[src/design/trc_pkg.sv]
// Shared constants, rate ROM and pipeline types for the timestamp rate converter.
// No dependencies; imported by every module of the block.
package trc_pkg;

   // stamp layout
   localparam int STAMP_W  = 64;
   localparam int KEY_W    = 8;
   localparam int CNT_W    = 56;
   localparam int KEY_COUNT = 19;

   // operation codes
   localparam logic [1:0] OP_CONVERT  = 2'd0;
   localparam logic [1:0] OP_COMPARE  = 2'd1;
   localparam logic [1:0] OP_SUBTRACT = 2'd2;

   // order codes (two's complement)
   localparam logic [1:0] ORD_EQUAL   = 2'b00;
   localparam logic [1:0] ORD_LATER   = 2'b01;
   localparam logic [1:0] ORD_EARLIER = 2'b11;

   // datapath widths
   localparam int STEP_W   = 10;              // largest step 1001
   localparam int SCALE_W  = 20;              // largest scale 1000000
   localparam int RATIO_W  = STEP_W + SCALE_W; // numerator / denominator
   localparam int HALF_W   = CNT_W / 2;
   localparam int PP_W     = HALF_W + RATIO_W;
   localparam int PROD_W   = CNT_W + RATIO_W;
   localparam int BITS_PER_STAGE = 2;
   localparam int DIV_STAGES = (PROD_W + BITS_PER_STAGE - 1) / BITS_PER_STAGE;
   localparam int MUL_STAGES = 3;
   localparam int NUM_STAGES = MUL_STAGES + DIV_STAGES;

   // side data that travels with each beat
   typedef struct packed {
      logic             ok;
      logic [1:0]       op;
      logic [KEY_W-1:0] dst;
   } meta_type;

   // tick step per key; out-of-range keys read as 1 so the divisor stays nonzero
   function automatic logic [STEP_W-1:0] rate_step(input logic [KEY_W-1:0] key);
      logic [STEP_W-1:0] s;
      unique case (key)
         8'd0, 8'd12, 8'd13, 8'd14, 8'd15, 8'd16: s = 10'd1;
         8'd4, 8'd7, 8'd10:                       s = 10'd1001;
         8'd1, 8'd2, 8'd3, 8'd5, 8'd6, 8'd8, 8'd9,
         8'd11, 8'd17, 8'd18:                     s = 10'd1000;
         default:                                 s = 10'd1;
      endcase
      return s;
   endfunction

   function automatic logic [SCALE_W-1:0] rate_scale(input logic [KEY_W-1:0] key);
      logic [SCALE_W-1:0] s;
      unique case (key)
         8'd0:  s = 20'd1000;
         8'd1:  s = 20'd10000;
         8'd2:  s = 20'd15000;
         8'd3:  s = 20'd20000;
         8'd4:  s = 20'd24000;
         8'd5:  s = 20'd24000;
         8'd6:  s = 20'd25000;
         8'd7:  s = 20'd30000;
         8'd8:  s = 20'd30000;
         8'd9:  s = 20'd50000;
         8'd10: s = 20'd60000;
         8'd11: s = 20'd60000;
         8'd12: s = 20'd44100;
         8'd13: s = 20'd48000;
         8'd14: s = 20'd90000;
         8'd15: s = 20'd270000;
         8'd16: s = 20'd1000000;
         8'd17: s = 20'd120000;
         8'd18: s = 20'd240000;
         default: s = 20'd1;
      endcase
      return s;
   endfunction

endpackage

[src/design/trc_mult.sv]
// Front of one conversion lane: ROM lookup, split count multiply, product sum.
// Depends on trc_pkg.
module trc_mult import trc_pkg::*; (
   input  logic                   clock,
   input  logic [MUL_STAGES-1:0]  adv,
   input  logic [CNT_W-1:0]       count_i,
   input  logic [KEY_W-1:0]       src_i,
   input  logic [KEY_W-1:0]       dst_i,
   output logic [PROD_W-1:0]      dvd_o,
   output logic [RATIO_W-1:0]     den_o
);

   logic [CNT_W-1:0]   cnt_ff,  cnt_in;
   logic [RATIO_W-1:0] num_ff,  num_in;
   logic [RATIO_W-1:0] den0_ff, den0_in;
   logic [PP_W-1:0]    pp_lo_ff, pp_hi_ff;
   logic [RATIO_W-1:0] den1_ff;
   logic [PROD_W-1:0]  dvd_ff, dvd_in;
   logic [RATIO_W-1:0] den2_ff;

   // stage 0: ratio terms; same key gives 1/1 so the count passes unchanged
   always_comb begin
      cnt_in = count_i;
      if (src_i == dst_i) begin
         num_in  = RATIO_W'(1);
         den0_in = RATIO_W'(1);
      end else begin
         num_in  = RATIO_W'(rate_step(src_i)) * RATIO_W'(rate_scale(dst_i));
         den0_in = RATIO_W'(rate_scale(src_i)) * RATIO_W'(rate_step(dst_i));
      end
   end

   // stage 2 sum of partial products
   assign dvd_in = PROD_W'(pp_lo_ff) + (PROD_W'(pp_hi_ff) << HALF_W);

   always_ff @(posedge clock) begin
      if (adv[0]) begin
         cnt_ff  <= cnt_in;
         num_ff  <= num_in;
         den0_ff <= den0_in;
      end
      // stage 1: two half-width products
      if (adv[1]) begin
         pp_lo_ff <= PP_W'(cnt_ff[HALF_W-1:0]) * PP_W'(num_ff);
         pp_hi_ff <= PP_W'(cnt_ff[CNT_W-1:HALF_W]) * PP_W'(num_ff);
         den1_ff  <= den0_ff;
      end
      if (adv[2]) begin
         dvd_ff  <= dvd_in;
         den2_ff <= den1_ff;
      end
   end

   assign dvd_o = dvd_ff;
   assign den_o = den2_ff;

endmodule

[config.mk]
export PLATFORM = sky130hd
export DESIGN_NAME = trc_mult
export DESIGN_NICKNAME = d
export VERILOG_FILES = /design/src/design/trc_pkg.sv /design/src/design/trc_mult.sv
export SDC_FILE = /design/constraint.sdc
export NUM_CORES = 2
export LEC_CHECK = 0
export ABC_AREA = 1
export BUFFER_PORTS_ARGS = -buffer_cell sky130_fd_sc_hd__buf_2
export CAP_MARGIN = 20
export CORE_UTILIZATION = 50
export CTS_BUF_LIST = sky130_fd_sc_hd__clkbuf_8
export CTS_CLUSTER_DIAMETER = 120
export DETAILED_ROUTE_END_ITERATION = 8
export GPL_ROUTABILITY_DRIVEN = 0
export MAX_ROUTING_LAYER = met4
export PLACE_DENSITY_LB_ADDON = 0.05
export SYNTH_ARGS = -nofsm -noshare
export SYNTH_HDL_FRONTEND = slang
export SYNTH_SLANG_ARGS = --single-unit
[constraint.sdc]
create_clock -name clock -period 12.1 [get_ports clock]
set_clock_uncertainty 0.1 [all_clocks]
set_input_delay 0.605 -clock clock [delete_from_list [all_inputs] [get_ports clock]]
set_output_delay 0.605 -clock clock [all_outputs]
set_load 0.1 [all_outputs]
==> impl_results.md <==
* Status: completed
* Max capacitance violation total at 0
* Worst-path clk slew at 60 ps
* Critical path peak fanout at 38
* Hold depth at 1
* Synthesis-to-layout area growth at 6.017%
* 1st-pass router iterations at 6
* Via count at 66530
* Crit path required time at 12540 ps
* Number of core rows at ~150
* Arr. time, crit path at 8450 ps
* Largest net degree at the start of global routing at 70
* Final hold slack at approximately 160 ps
* Die ar. at approximately 0.17 mm^2
* Crit-path cells: buf_4 > nand2_1 > fa_1 > fa_1 > fa_1 > inv_1 > fa_1 > inv_1 > fa_1 > inv_1 > fa_1 > inv_1 > fa_1 > inv_1 > ha_1 > nand2_1 > inv_1 > nand2_1 > nor2_1 > nand4_1 > nand3_1 > nand3_1 > nand3_1 > nand2_1
* Synth cell count leaders: inv_1 (3496), nand2_1 (3107), fa_1 (1555), ha_1 (672), nor2_1 (412)
* Pins over their slew limit at 0
* Worst path max stage delay at around 1200 ps
* Hold path endpoint: pp_lo_ff[1]
* Crit path launch: num_ff[15]
* Post-DP HPWL at 191900 um
* Critical path buffers and inverters at 7
* CP endpoint kind: register
* Rel. slew slack at 0.1723
* CP delay by family, top: adder cells
* Fraction of registers with async set/reset at 0
* CP dominant cell by count: fa_1
* Post-synth EDFFs at 374
* TritonCTS clock tree: done
* R2r endpoint: pp_lo_ff[40]
* IO Pins at 192
* Root Driver: clkbuf_8
* Final hold vios at 0
* GRT Util Overall at 0.3157
* Warnings, synthesis at 0
* Initial Utilization at 0.5055
* Cts bufs inserted at 71
* PortBufs at 190
* Die H at 411.4 um
* Post-cts resize count at 0
* Vias/cell at around 5
* Residual DRC at 0
* Startpoint Class: register
* Min cycle time layout at 8002 ps
* Period utilisation layout at 0.6613
* Clock buffer depth at 3
* Worst-case reg-to-reg path depth at 24
* Synth Register Bits at 374
* Hold crit path type: in2reg
* Initial antenna violation count at 6
* Worst-margin pin slew at 1242 ps
* Final net count at roughly 13000
* Syn_area_per_cell at 7.720 um^2
* Highest Clock Rate at 125.0 MHz
* WS Path Type: reg2reg
* Post-Syn Nets at 13160
* Core Area at approximately 0.17 mm^2
* Cell taking the most area after synthesis: fa_1
* Most used DFF post-synth: edfxtp_1
* Clock Latency Late Sink at between 800 and 900 ps
* Final setup violation count at 0
* Yosys cell types at 52
* Remaining antenna violation count at 0
* CP max-delay cell: edfxtp_1
* Drt total wl at 250800 um
* Sequential fraction of the synthesis area at 0.1340
* Min-delay src: adv[1]
* Mapped Cells at 10850
* R2R Setup Slk at 4100 ps
* Post-Syn Area at 0.08379 mm^2
* Yosys top cell area share at 0.3715
* Worst r2r src: num_ff[15]
* CTS H-tree lvls at 3
* Clock Sinks at around 370
* Synth top area cells: fa_1 (37%), inv_1 (16%), nand2_1 (14%), edfxtp_1 (13%), ha_1 (10%)
* Routed WL per cell at ~19 um
* Grt ovf at 0
* Die width at 411.4 um
* Setup_tns at 0 ps
* Setup bufs post-CTS at 0
* Top-count cell post-synth: inv_1
* Vias in the first global route at around 70000
* 1st-iter DRT viols at 4937
* RSZ-0062 raised after global routing: false
* Layout cell share with drive strength beyond 1 at 0.04131
* First-pass GRT wire length at 395500 um
-- metal layers --
| layer | vias to the layer above | global-route usage | share of wire |
|---|---|---|---|
| met5 | - | - | 0 |
| met4 | 0 | 0.08108 | 0.027 |
| met3 | 376 | 0.05816 | 0.087 |
| met2 | 2572 | 0.4887 | 0.45 |
| met1 | 32780 | 0.4277 | 0.44 |
| li1 | 30800 | - | - |
-- cell families after synthesis --
family	after synthesis	share of synthesized area
other cells	1	0.00004476
simple gates	3933	0.1855
buf+inv	3874	0.1748
compound gates	336	0.02240
fa+ha+maj	2227	0.4719
flops	374	0.1340
xor+xnor	108	0.01129
-- through the flow --
stage / setup WS [ps] / std cells / utilization / cell area, um^2
detailed placement: 4198 / 12980 / 0.5240 / 86850
CTS: 4176 / 13160 / 0.5359 / 88810
global route: 3784 / 13160 / 0.5360 / 88830
finish: 4098 / 13160 / 0.5360 / 88830
global placement: 4297 / 12980 / 0.5240 / 86850
floorplan: 5888 / 10850 / - / 83790
-- registers in the layout (all words and copies together), names as in the netlist --
register and flops:
dvd_o 86, pp_hi_ff 58, pp_lo_ff 58, cnt_ff 56
den0_ff 29, den1_ff 29, den_o 29, num_ff 29
-- worst register-to-register path, cell delays in order (launching register included) --
cell      delay (ps)
edfxtp_1        1170
buf_4            690
nand2_1          210
fa_1             520
fa_1             510
fa_1             550
inv_1             50
fa_1             490
inv_1             50
fa_1             540
inv_1             50
fa_1             480
inv_1             50
fa_1             470
inv_1             40
ha_1             370
nand2_1          100
inv_1             80
nand2_1           70
nor2_1           390
nand4_1          170
nand3_1          260
nand3_1          150
nand3_1          100
nand2_1           70
-- how the worst max path moves through the flow --
stage | end | slack (ps) | cells after the start
CTS | pp_lo_ff[40] | 4180 | 24
detailed placement | pp_lo_ff[40] | 4200 | 24
finish | pp_lo_ff[40] | 4100 | 24
global route | pp_lo_ff[48] | 3780 | 22
global placement | pp_lo_ff[40] | 4300 | 24
floorplan | pp_lo_ff[42] | 5890 | 25
-- layout by cell type (no fill, tap or decap), drive strengths merged, types with 50 or more instances in the layout --
master / instances
inv: 3531
nand3: 254
fa: 1555
a21oi: 190
nor2: 427
dlygate4sd3: 56
nand2: 3116
buf: 299
xor2: 88
edfxtp: 374
nand4: 50
clkbuf: 74
o21ai: 86
ha: 672
-- layout make-up --
type                    count  area (um^2)
fillers                 16080        76910
multi-input cells        6605        57910
inverters                3511        13190
flip-flops and latches    374        11230
well taps                2189         2739
repair buffers            355         2349
clock buffers              74         1018
clock inverters            47        381.6
diodes                      6        15.01
-- timing repair --
| item | CTS | global route |
|---|---|---|
| hold buffers | 56 | 0 |
| endpoints found under the setup margin | 0 | 0 |
| endpoints found under the hold margin | 56 | 0 |
Power is not shown: default switching activity piles up to over one toggle a cycle in this logic, so the estimate is an artifact.
